**src/hw/rtl/sohist_pkg.sv**
```systemverilog
// ============================================================================
// sohist_pkg: shared types, codes and microcode ROM for the offset histogram
// Holds the op and region codes, register indexes, the control word layout
// and the sequencer program that drives the histogram datapath.
// ============================================================================
package sohist_pkg;

    localparam int MAX_BUCKETS_DEFAULT = 64;

    localparam int OP_W     = 2;
    localparam int ERR_W    = 32;
    localparam int RIDX_W   = 7;
    localparam int REGION_W = 2;
    localparam int BIDX_W   = 6;
    localparam int CNT_W    = 32;
    localparam int BCNT_W   = 7;
    localparam int BWID_W   = 24;

    localparam logic [CNT_W-1:0] CNT_MAX = '1;

    localparam logic [BCNT_W-1:0] NBKT_RESET = 7'd32;
    localparam logic [BWID_W-1:0] BUCKET_WIDTH_RESET = 24'd1000;

    // operation codes
    localparam logic [OP_W-1:0] OP_ADD   = 2'd0;
    localparam logic [OP_W-1:0] OP_READ  = 2'd1;
    localparam logic [OP_W-1:0] OP_CLEAR = 2'd2;
    localparam logic [OP_W-1:0] OP_NOP   = 2'd3;

    // region codes
    localparam logic [REGION_W-1:0] R_IN    = 2'd0;
    localparam logic [REGION_W-1:0] R_BELOW = 2'd1;
    localparam logic [REGION_W-1:0] R_ABOVE = 2'd2;
    localparam logic [REGION_W-1:0] R_NONE  = 2'd3;

    // register indexes (word address bit 2)
    localparam logic CFG_NBKT         = 1'b0;
    localparam logic CFG_BUCKET_WIDTH = 1'b1;

    typedef enum logic [3:0] {
        ST_FETCH,
        ST_MHALF,
        ST_MFULL,
        ST_CMP,
        ST_DIV,
        ST_BADDR,
        ST_BWAIT,
        ST_BINC,
        ST_SIDE,
        ST_RADDR,
        ST_RWAIT,
        ST_RSEL,
        ST_CLR,
        ST_NONE,
        ST_EMIT
    } step_t;

    typedef enum logic [3:0] {
        U_NOP,
        U_FETCH,
        U_MHALF,
        U_MFULL,
        U_CMP,
        U_DIV,
        U_BADDR,
        U_BINC,
        U_SIDE,
        U_RADDR,
        U_RSEL,
        U_CLR,
        U_NONE,
        U_EMIT
    } uop_t;

    typedef enum logic [2:0] {
        J_NEXT,
        J_ALWAYS,
        J_DISPATCH,
        J_OUTSIDE,
        J_DIV_LOOP,
        J_OUT_FREE
    } jcond_t;

    typedef struct packed {
        uop_t   uop;
        jcond_t jc;
        step_t  target;
    } ctrl_t;

    // sequencer program, one control word per step
    function automatic ctrl_t ucode_rom(input step_t s);
        ctrl_t w;
        unique case (s)
            ST_FETCH: w = '{U_FETCH, J_DISPATCH, ST_FETCH};
            ST_MHALF: w = '{U_MHALF, J_NEXT,     ST_FETCH};
            ST_MFULL: w = '{U_MFULL, J_NEXT,     ST_FETCH};
            ST_CMP:   w = '{U_CMP,   J_OUTSIDE,  ST_SIDE};
            ST_DIV:   w = '{U_DIV,   J_DIV_LOOP, ST_FETCH};
            ST_BADDR: w = '{U_BADDR, J_NEXT,     ST_FETCH};
            ST_BWAIT: w = '{U_NOP,   J_NEXT,     ST_FETCH};
            ST_BINC:  w = '{U_BINC,  J_ALWAYS,   ST_EMIT};
            ST_SIDE:  w = '{U_SIDE,  J_ALWAYS,   ST_EMIT};
            ST_RADDR: w = '{U_RADDR, J_NEXT,     ST_FETCH};
            ST_RWAIT: w = '{U_NOP,   J_NEXT,     ST_FETCH};
            ST_RSEL:  w = '{U_RSEL,  J_ALWAYS,   ST_EMIT};
            ST_CLR:   w = '{U_CLR,   J_ALWAYS,   ST_EMIT};
            ST_NONE:  w = '{U_NONE,  J_ALWAYS,   ST_EMIT};
            ST_EMIT:  w = '{U_EMIT,  J_OUT_FREE, ST_FETCH};
            default:  w = '{U_NOP,   J_ALWAYS,   ST_FETCH};
        endcase
        return w;
    endfunction

    function automatic logic [CNT_W-1:0] sat_inc(input logic [CNT_W-1:0] v);
        return (v == CNT_MAX) ? v : v + 1'b1;
    endfunction

endpackage

```
**src/hw/rtl/signed_offset_histogram_unit.sv**
```systemverilog
// ============================================================================
// signed_offset_histogram_unit: histogram of signed timing errors
// Microcoded sequencer over a shared multiplier, a restoring divider and a
// single-port counter memory with per-entry valid bits.
// ============================================================================
// Usage:
//   Input channel (in_valid/in_ready) carries op, error_value, read_index.
//   Output channel (out_valid/out_ready) carries region, bucket_index and
//   count_value, one result beat per input beat, in order.
//   APB port: register 0 bucket count at 0x0, register 1 bucket_width at 0x4.
//   Write only while the block is idle.
// Steps, from acceptance to the result register: add, in range: products,
//   compare, QW quotient bits of the serial divider, one bit per cycle,
//   bucket address, registered memory read, increment; add, out of range:
//   products, compare, side counter update; read: address, registered
//   memory read, select; clear or no-op: the clear or no-op step. One item
//   is in work at a time; the next one is taken the cycle after its result
//   is loaded into the output register.
// Reset zeroes every counter, buckets at once via valid bits; registers take
// their reset values. When the receiver stalls, the finished result holds in
// the output register, the next item is accepted and worked, and the
// sequencer waits in its emit step until the output register is free.
// ============================================================================
module signed_offset_histogram_unit
    import sohist_pkg::*;
#(
    parameter int MAX_BUCKETS = MAX_BUCKETS_DEFAULT
)
(
    input  logic                 clk,
    input  logic                 rst_n,
    // input channel
    input  logic                 in_valid,
    output logic                 in_ready,
    input  logic [OP_W-1:0]      op,
    input  logic signed [ERR_W-1:0] error_value,
    input  logic [RIDX_W-1:0]    read_index,
    // output channel
    output logic                 out_valid,
    input  logic                 out_ready,
    output logic [REGION_W-1:0]  region,
    output logic [BIDX_W-1:0]    bucket_index,
    output logic [CNT_W-1:0]     count_value,
    // configuration
    input  logic                 psel,
    input  logic                 penable,
    input  logic                 pwrite,
    input  logic [2:0]           paddr,
    input  logic [31:0]          pwdata,
    output logic [31:0]          prdata,
    output logic                 pready
);

    localparam int AW   = (MAX_BUCKETS > 1) ? $clog2(MAX_BUCKETS) : 1;
    localparam int NMAX = (MAX_BUCKETS < 127) ? MAX_BUCKETS : 127;
    localparam int NW   = $clog2(NMAX + 1);
    localparam int QW   = (NMAX > 1) ? $clog2(NMAX) : 1;
    localparam int CW   = (QW > 1) ? $clog2(QW) : 1;
    localparam int PW   = NW + BWID_W;
    localparam int SW   = ((PW > ERR_W) ? PW : ERR_W) + 2;

    // configuration registers
    logic [BCNT_W-1:0] nbkt_reg;
    logic [BWID_W-1:0] bucket_width_reg;

    // sequencer
    step_t step_reg;
    step_t step_next;
    ctrl_t ctrl;

    // latched input beat
    logic signed [ERR_W-1:0]  err_reg;
    logic [RIDX_W-1:0]        ridx_reg;

    // datapath
    logic [PW-1:0]            prod_reg;
    logic signed [SW-1:0]     start_reg;
    logic [PW-1:0]            rem_reg;
    logic [PW-1:0]            dvs_reg;
    logic [QW-1:0]            quo_reg;
    logic [CW-1:0]            div_cnt_reg;
    logic [AW-1:0]            addr_reg;

    logic [CNT_W-1:0]         below_reg;
    logic [CNT_W-1:0]         above_reg;
    logic [CNT_W-1:0]         total_reg;

    // pending result
    logic [REGION_W-1:0]      res_region_reg;
    logic [BIDX_W-1:0]        res_bidx_reg;
    logic [CNT_W-1:0]         res_count_reg;

    // output register
    logic                     out_valid_reg;
    logic [REGION_W-1:0]      region_reg;
    logic [BIDX_W-1:0]        bidx_reg;
    logic [CNT_W-1:0]         count_reg;

    // counter memory
    logic [CNT_W-1:0]         mem [MAX_BUCKETS];
    logic [CNT_W-1:0]         mem_rd_reg;
    logic [MAX_BUCKETS-1:0]   vld_reg;
    logic                     vld_rd_reg;
    logic                     mem_we;
    logic [CNT_W-1:0]         mem_wdata;

    // combinational datapath
    logic [BCNT_W-1:0]        cnt_nz;
    logic [NW-1:0]            n_eff;
    logic [BWID_W-1:0]        w_eff;
    logic [NW-1:0]            mul_a;
    logic [PW-1:0]            prod_mul;
    logic signed [SW-1:0]     e_ext;
    logic signed [SW-1:0]     end_val;
    logic signed [SW-1:0]     diff;
    logic                     is_below;
    logic                     is_above;
    logic                     ge;
    logic [QW-1:0]            k_clamp;
    logic [CNT_W-1:0]         bkt_cur;
    logic [CNT_W-1:0]         rd_count;
    logic                     in_accept;
    logic                     out_free;
    logic                     cfg_we;

    assign ctrl      = ucode_rom(step_reg);
    assign in_ready  = (step_reg == ST_FETCH);
    assign in_accept = in_valid && in_ready;
    assign out_free  = !out_valid_reg || out_ready;

    assign out_valid    = out_valid_reg;
    assign region       = region_reg;
    assign bucket_index = bidx_reg;
    assign count_value  = count_reg;

    // ------------------------------------------------------------------
    // configuration port
    // ------------------------------------------------------------------
    assign pready = 1'b1;
    assign cfg_we = psel && penable && pwrite && pready;

    always_comb
    begin
        unique case (paddr[2])
            CFG_NBKT:         prdata = 32'(nbkt_reg);
            CFG_BUCKET_WIDTH: prdata = 32'(bucket_width_reg);
            default:          prdata = '0;
        endcase
    end

    // ------------------------------------------------------------------
    // datapath logic
    // ------------------------------------------------------------------
    always_comb
    begin
        cnt_nz = (nbkt_reg == '0) ? BCNT_W'(1) : nbkt_reg;
        if (32'(cnt_nz) > 32'(MAX_BUCKETS))
        begin
            n_eff = NW'(NMAX);
        end
        else
        begin
            n_eff = NW'(cnt_nz);
        end
        w_eff = (bucket_width_reg == '0) ? BWID_W'(1) : bucket_width_reg;

        mul_a    = (ctrl.uop == U_MHALF) ? (n_eff >> 1) : n_eff;
        prod_mul = PW'(mul_a) * PW'(w_eff);

        e_ext    = SW'(err_reg);
        end_val  = start_reg + $signed(SW'(prod_reg));
        diff     = e_ext - start_reg;
        is_below = (e_ext < start_reg);
        is_above = !is_below && (e_ext >= end_val);

        ge = (rem_reg >= dvs_reg);

        // quotient past the last bucket folds into it
        if (32'(quo_reg) >= 32'(n_eff))
        begin
            k_clamp = QW'(n_eff - 1'b1);
        end
        else
        begin
            k_clamp = quo_reg;
        end

        bkt_cur   = vld_rd_reg ? mem_rd_reg : '0;
        mem_we    = (ctrl.uop == U_BINC);
        mem_wdata = sat_inc(bkt_cur);

        if (32'(ridx_reg) < 32'(MAX_BUCKETS))
        begin
            rd_count = bkt_cur;
        end
        else if (32'(ridx_reg) == 32'(MAX_BUCKETS))
        begin
            rd_count = below_reg;
        end
        else if (32'(ridx_reg) == 32'(MAX_BUCKETS) + 32'd1)
        begin
            rd_count = above_reg;
        end
        else if (32'(ridx_reg) == 32'(MAX_BUCKETS) + 32'd2)
        begin
            rd_count = total_reg;
        end
        else
        begin
            rd_count = '0;
        end
    end

    // ------------------------------------------------------------------
    // step sequencing
    // ------------------------------------------------------------------
    always_comb
    begin
        step_next = step_reg;
        unique case (ctrl.jc)
            J_NEXT:   step_next = step_t'(step_reg + 4'd1);
            J_ALWAYS: step_next = ctrl.target;
            J_DISPATCH:
            begin
                if (in_accept)
                begin
                    unique case (op)
                        OP_ADD:   step_next = ST_MHALF;
                        OP_READ:  step_next = ST_RADDR;
                        OP_CLEAR: step_next = ST_CLR;
                        default:  step_next = ST_NONE;
                    endcase
                end
            end
            J_OUTSIDE:
            begin
                step_next = (is_below || is_above) ? ctrl.target
                                                   : step_t'(step_reg + 4'd1);
            end
            J_DIV_LOOP:
            begin
                if (div_cnt_reg == '0)
                begin
                    step_next = step_t'(step_reg + 4'd1);
                end
            end
            J_OUT_FREE:
            begin
                if (out_free)
                begin
                    step_next = ctrl.target;
                end
            end
            default:  step_next = ST_FETCH;
        endcase
    end

    // ------------------------------------------------------------------
    // control state, counters and output register
    // ------------------------------------------------------------------
    always_ff @(posedge clk or negedge rst_n)
    begin
        if (!rst_n)
        begin
            step_reg         <= ST_FETCH;
            nbkt_reg         <= NBKT_RESET;
            bucket_width_reg <= BUCKET_WIDTH_RESET;
            below_reg        <= '0;
            above_reg        <= '0;
            total_reg        <= '0;
            vld_reg          <= '0;
            out_valid_reg    <= 1'b0;
        end
        else
        begin
            step_reg <= step_next;

            if (cfg_we)
            begin
                unique case (paddr[2])
                    CFG_NBKT:         nbkt_reg <= pwdata[BCNT_W-1:0];
                    CFG_BUCKET_WIDTH: bucket_width_reg <= pwdata[BWID_W-1:0];
                    default: ;
                endcase
            end

            if ((ctrl.uop == U_EMIT) && out_free)
            begin
                out_valid_reg <= 1'b1;
            end
            else if (out_valid_reg && out_ready)
            begin
                out_valid_reg <= 1'b0;
            end

            case (ctrl.uop)
                U_CMP:
                begin
                    total_reg <= sat_inc(total_reg);
                end
                U_BINC:
                begin
                    vld_reg[addr_reg] <= 1'b1;
                end
                U_SIDE:
                begin
                    if (res_region_reg == R_BELOW)
                    begin
                        below_reg <= sat_inc(below_reg);
                    end
                    else
                    begin
                        above_reg <= sat_inc(above_reg);
                    end
                end
                U_CLR:
                begin
                    vld_reg   <= '0;
                    below_reg <= '0;
                    above_reg <= '0;
                    total_reg <= '0;
                end
                default: ;
            endcase
        end
    end

    // payload registers, no reset
    always_ff @(posedge clk)
    begin
        case (ctrl.uop)
            U_FETCH:
            begin
                if (in_accept)
                begin
                    err_reg  <= error_value;
                    ridx_reg <= read_index;
                end
            end
            U_MHALF:
            begin
                prod_reg <= prod_mul;
            end
            U_MFULL:
            begin
                start_reg <= -$signed(SW'(prod_reg));
                prod_reg  <= prod_mul;
            end
            U_CMP:
            begin
                rem_reg     <= PW'(diff);
                dvs_reg     <= PW'(w_eff) << (QW - 1);
                quo_reg     <= '0;
                div_cnt_reg <= CW'(QW - 1);
                res_bidx_reg <= '0;
                if (is_below)
                begin
                    res_region_reg <= R_BELOW;
                end
                else if (is_above)
                begin
                    res_region_reg <= R_ABOVE;
                end
                else
                begin
                    res_region_reg <= R_IN;
                end
            end
            U_DIV:
            begin
                // restoring divide, one quotient bit a step
                if (ge)
                begin
                    rem_reg <= rem_reg - dvs_reg;
                end
                quo_reg     <= QW'({quo_reg, ge});
                dvs_reg     <= dvs_reg >> 1;
                div_cnt_reg <= div_cnt_reg - 1'b1;
            end
            U_BADDR:
            begin
                addr_reg     <= AW'(k_clamp);
                res_bidx_reg <= BIDX_W'(k_clamp);
            end
            U_BINC:
            begin
                res_count_reg <= mem_wdata;
            end
            U_SIDE:
            begin
                res_count_reg <= (res_region_reg == R_BELOW) ? sat_inc(below_reg)
                                                             : sat_inc(above_reg);
            end
            U_RADDR:
            begin
                addr_reg       <= AW'(ridx_reg);
                res_region_reg <= R_NONE;
                res_bidx_reg   <= '0;
            end
            U_RSEL:
            begin
                res_count_reg <= rd_count;
            end
            U_CLR, U_NONE:
            begin
                res_region_reg <= R_NONE;
                res_bidx_reg   <= '0;
                res_count_reg  <= '0;
            end
            U_EMIT:
            begin
                if (out_free)
                begin
                    region_reg <= res_region_reg;
                    bidx_reg   <= res_bidx_reg;
                    count_reg  <= res_count_reg;
                end
            end
            default: ;
        endcase
    end

    // counter memory: one write port, registered read
    always_ff @(posedge clk)
    begin
        if (mem_we)
        begin
            mem[addr_reg] <= mem_wdata;
        end
        mem_rd_reg <= mem[addr_reg];
        vld_rd_reg <= vld_reg[addr_reg];
    end

    // ------------------------------------------------------------------
    // assertions
    // ------------------------------------------------------------------
    // divider remainder stays below twice the current trial divisor
    a_div_bound: assert property (@(posedge clk) disable iff (!rst_n)
        (step_reg == ST_DIV) |-> ({1'b0, rem_reg} < {dvs_reg, 1'b0}))
        else $error("divider remainder out of bound");

    // an out-of-range or non-sample result never carries a bucket index
    a_bidx_zero: assert property (@(posedge clk) disable iff (!rst_n)
        (out_valid && region != R_IN) |-> (bucket_index == '0))
        else $error("bucket index set outside range");

    // an in-range result names a bucket in use
    a_bidx_range: assert property (@(posedge clk) disable iff (!rst_n)
        (out_valid && region == R_IN) |-> (32'(bucket_index) < 32'(n_eff)))
        else $error("bucket index beyond bucket count");

    // clear leaves the total counter at zero
    a_clear: assert property (@(posedge clk) disable iff (!rst_n)
        (step_reg == ST_CLR) |=> (total_reg == '0))
        else $error("total counter not cleared");

endmodule

```
**config.mk**
```make
export PLATFORM = sky130hd
export DESIGN_NAME = signed_offset_histogram_unit
export DESIGN_NICKNAME = d
export VERILOG_FILES = /design/src/hw/rtl/sohist_pkg.sv /design/src/hw/rtl/signed_offset_histogram_unit.sv
export SDC_FILE = /design/constraint.sdc
export NUM_CORES = 2
export LEC_CHECK = 0
export BUFFER_PORTS_ARGS = -buffer_cell sky130_fd_sc_hd__buf_4
export CAP_MARGIN = 5
export CORE_UTILIZATION = 55
export CTS_BUF_LIST = sky130_fd_sc_hd__clkbuf_16
export DETAILED_ROUTE_END_ITERATION = 8
export PLACE_DENSITY = 0.78
export RECOVER_POWER = 100
export SLEW_MARGIN = 15
export SYNTH_ARGS = -nofsm -noshare
export SYNTH_HDL_FRONTEND = slang
export SYNTH_SLANG_ARGS = --single-unit
```
**constraint.sdc**
```tcl
create_clock -name clk -period 13.76 [get_ports clk]
set_clock_uncertainty 0.2 [all_clocks]
set_input_delay 2.064 -clock clk [delete_from_list [all_inputs] [get_ports clk]]
set_output_delay 2.064 -clock clk [all_outputs]
set_load 0.01 [all_outputs]
```
==> results.json <==
{
  "clk_latency_ps": 920,
  "fin_area_sq_um": 119000,
  "worstHoldPathType": "register to register",
  "violations": "max-capacitance violations, max-slew violations",
  "p_leak_nw": 43.8,
  "cts_num_sinks": 2536,
  "grt_max_degree": 120,
  "holdPathStages": 0,
  "peakVddDrop_mv": 0.180,
  "grt-ovfl-total": 0,
  "yosysTopAreaCell": "edfxtp_1",
  "dieArea_sq_um": 196000,
  "clkTransAtPathRegs_ps": 70,
  "finalHoldViolations": 0,
  "drc": 0,
  "synth-seq-cells": 2536,
  "synth_area_leaders": "edfxtp_1 65%, a22oi_1 4.8%, dfrtp_1 4.4%",
  "grt_pass1_wl_um": 435000,
  "antenna_left": 0,
  "setup_viol_count_final": 0,
  "regToRegSetupSlack_ps": 2050,
  "place_area_sq_um": 112000,
  "core.rowCount": 161,
  "cp_common_cell": "clkbuf_1",
  "start_util_pct": 55.5,
  "cp_max_fo": 52,
  "die_w_um": 443,
  "required_ps": 14330,
  "synth_area_sq_um": 107000,
  "dpl.hpwl_um": 166000,
  "drtIter0Drc": 10200,
  "worstHoldEndpoint": "count_value[0]$_DFFE_PP_",
  "drive_above_1_share_pct": 8.56,
  "cts_made_buffers": 235,
  "postSynthAreaPerCell_sq_um": 14.6,
  "synth_commonest_cells": "2307 x edfxtp_1, 682 x a22oi_1, 487 x nor2_1, 330 x clkbuf_1, 291 x nand2_1",
  "crit_slowest_cell": "clkbuf_1",
  "cap_violations": 124,
  "grt_pass1_vias": 67400,
  "critPathArrivalTime_ps": 12290,
  "nets": 7844,
  "postCtsSetupBuffers": 0,
  "yosysMostFrequentCell": "edfxtp_1",
  "synth_top_area_share_pct": 64.8,
  "min_from": "res_count_reg[0]$_DFFE_PP_",
  "num_io_pins": 158,
  "cp-end-kind": "register",
  "async_flop_share_pct": 7.73,
  "min_period_over_period_pct": 85.1,
  "cp_top_family": "buffers and inverters",
  "slew_viol_final": 5113,
  "timing.rr.start": "addr_reg[1]$_DFFE_PP_",
  "crit_path_cell_trace": "and2_0, clkbuf_1, clkbuf_1, clkbuf_1, a221oi_1, a31oi_1, a21oi_1, nand3_1",
  "gp_congestion": 0.931,
  "coreArea_sq_um": 193000,
  "ctsResizeCount": 0,
  "rsz0062_at_grt": "no",
  "synthDistinctLibCells": 90,
  "p_per_area_nw_per_um2": 204,
  "wl_um": 297000,
  "path_class": "register to register",
  "synth-edff-count": 2307,
  "io_buffers": 138,
  "relSlewSlack_pct": -261,
  "cts_root_buffer": "clkbuf_16",
  "yosysSeqAreaShare_pct": 70.0,
  "netlist_instances": 7338,
  "syn_to_final_growth_pct": 11.1,
  "reg2regPathDepth": 8,
  "yosysWarnings": 0,
  "vias_per_cell": 6.75,
  "cts.path.max_buffers": 3,
  "critPathBufInv": 3,
  "die_height_um": 443,
  "status": "finished, violations left",
  "fin_total_pwr_w": 0.0243,
  "start_kind": "register",
  "critical-path-max-stage-delay_ps": 2600,
  "cts_hold_repair.buffers": 0,
  "grtUsageTotal_pct": 29.9,
  "wl_per_cell_um": 29.2,
  "final.setup.tns_ps": 0,
  "largest_reg_flops": 2048,
  "finalCriticalPeriod_ps": 11710,
  "cts_tree": "done",
  "fmax_mhz": 85.4,
  "antenna_found_initial": 13,
  "synth_ff_type": "edfxtp_1",
  "vias": 68700,
  "htree_num_levels": 4,
  "worstMarginPinSlew_ps": 5420,
  "timing.rr.end": "mem_rd_reg[14]$_DFF_P_",
  "drt_pass1_iterations": 8
}
[placed cells by master, fill, tap and decap left out, types with 55 or more instances in the layout]
master	count
a221oi_1	209
a22o_1	202
mux2i_1	57
clkbuf_1	158
dfrtp_1	189
buf_4	100
nand4_1	130
ha_1	197
nand3_1	149
xor2_1	146
o21ai_0	164
edfxtp_1	2307
xnor2_1	142
clkbuf_16	238
a22oi_1	682
fa_1	112
nor3_1	60
a21oi_1	249
nand2_1	291
clkinv_1	55
inv_1	254
and2_1	131
a31oi_1	198
nor2_1	435
a21o_1	59
[worst max-delay path by stage]
stage	start	endpoint	slack [ps]	cells after the start
after detailed placement	step_reg[0]$_DFFE_PN0P_	prod_reg[30]$_DFFE_PP_	4170	25
after CTS	step_reg[0]$_DFFE_PN0P_	prod_reg[30]$_DFFE_PP_	4170	25
after global routing	addr_reg[1]$_DFFE_PP_	mem_rd_reg[14]$_DFF_P_	2280	8
after global placement	step_reg[0]$_DFFE_PN0P_	prod_reg[28]$_DFFE_PP_	4410	26
final	addr_reg[1]$_DFFE_PP_	mem_rd_reg[14]$_DFF_P_	2050	8
after floorplan	step_reg[0]$_DFFE_PN0P_	prod_reg[28]$_DFFE_PP_	6190	28
[metrics by stage]
step / utilization [%] / instances / hold slack (ps) / worst slack (ps)
CTS: 62.0 / 10200 / 193 / 4170
finish: 61.6 / 10200 / 191 / 2050
global route: 61.6 / 10200 / 194 / 2280
floorplan: - / 7345 / 200 / 6190
detailed placement: 57.9 / 9741 / 205 / 4170
global placement: 57.9 / 9741 / 203 / 4410
[cells by family (layout without fill, tap and decap cells)]
logic type	count (synthesis)	count (layout)	synth area share [%]
flip-flops	2536	2536	70.0
AO/OA/AOI/OAI	1928	1928	12.9
buffers and inverters	647	955	2.33
other	2	16	0.00702
AND/OR/NAND/NOR	1519	1519	6.93
XOR/XNOR	298	298	2.44
adder cells (fa/ha/maj)	309	309	4.40
multiplexers	99	99	0.975
[worst register-to-register path: cells and delay by family, from the launching register on]
family,cells,cell delay (ps)
flip-flops,1,890
buffers and inverters,3,7150
AND/OR/NAND/NOR,2,2430
AO/OA/AOI/OAI,3,950
[power by group]
| group | internal, W | switching, W |
|---|---|---|
| registers | 0.00938 | 0.000487 |
| logic | 0.00253 | 0.00530 |
| clock network | 0.00368 | 0.00290 |
[area by class of cell]
type | instances | area, sq um
fill | 13400 | 74000
clock buffer | 238 | 5960
multi-input combinational | 4162 | 30300
timing repair buffer | 302 | 1750
sequential | 2536 | 74900
clock inverter | 200 | 1910
inverter | 215 | 807
tap | 2526 | 3160
antenna | 7 | 17.5
[layer usage]
metal  global-route usage [%]  wire length [um]  vias to the layer above
met3                     7.81             39700                      869
met5                        0                27                        -
met2                     46.4            135000                     5203
met4                     12.3             13800                        4
li1                         -                 -                    28900
met1                     40.2            108000                    33800
Note: power is estimated with default switching activity, not from simulation.
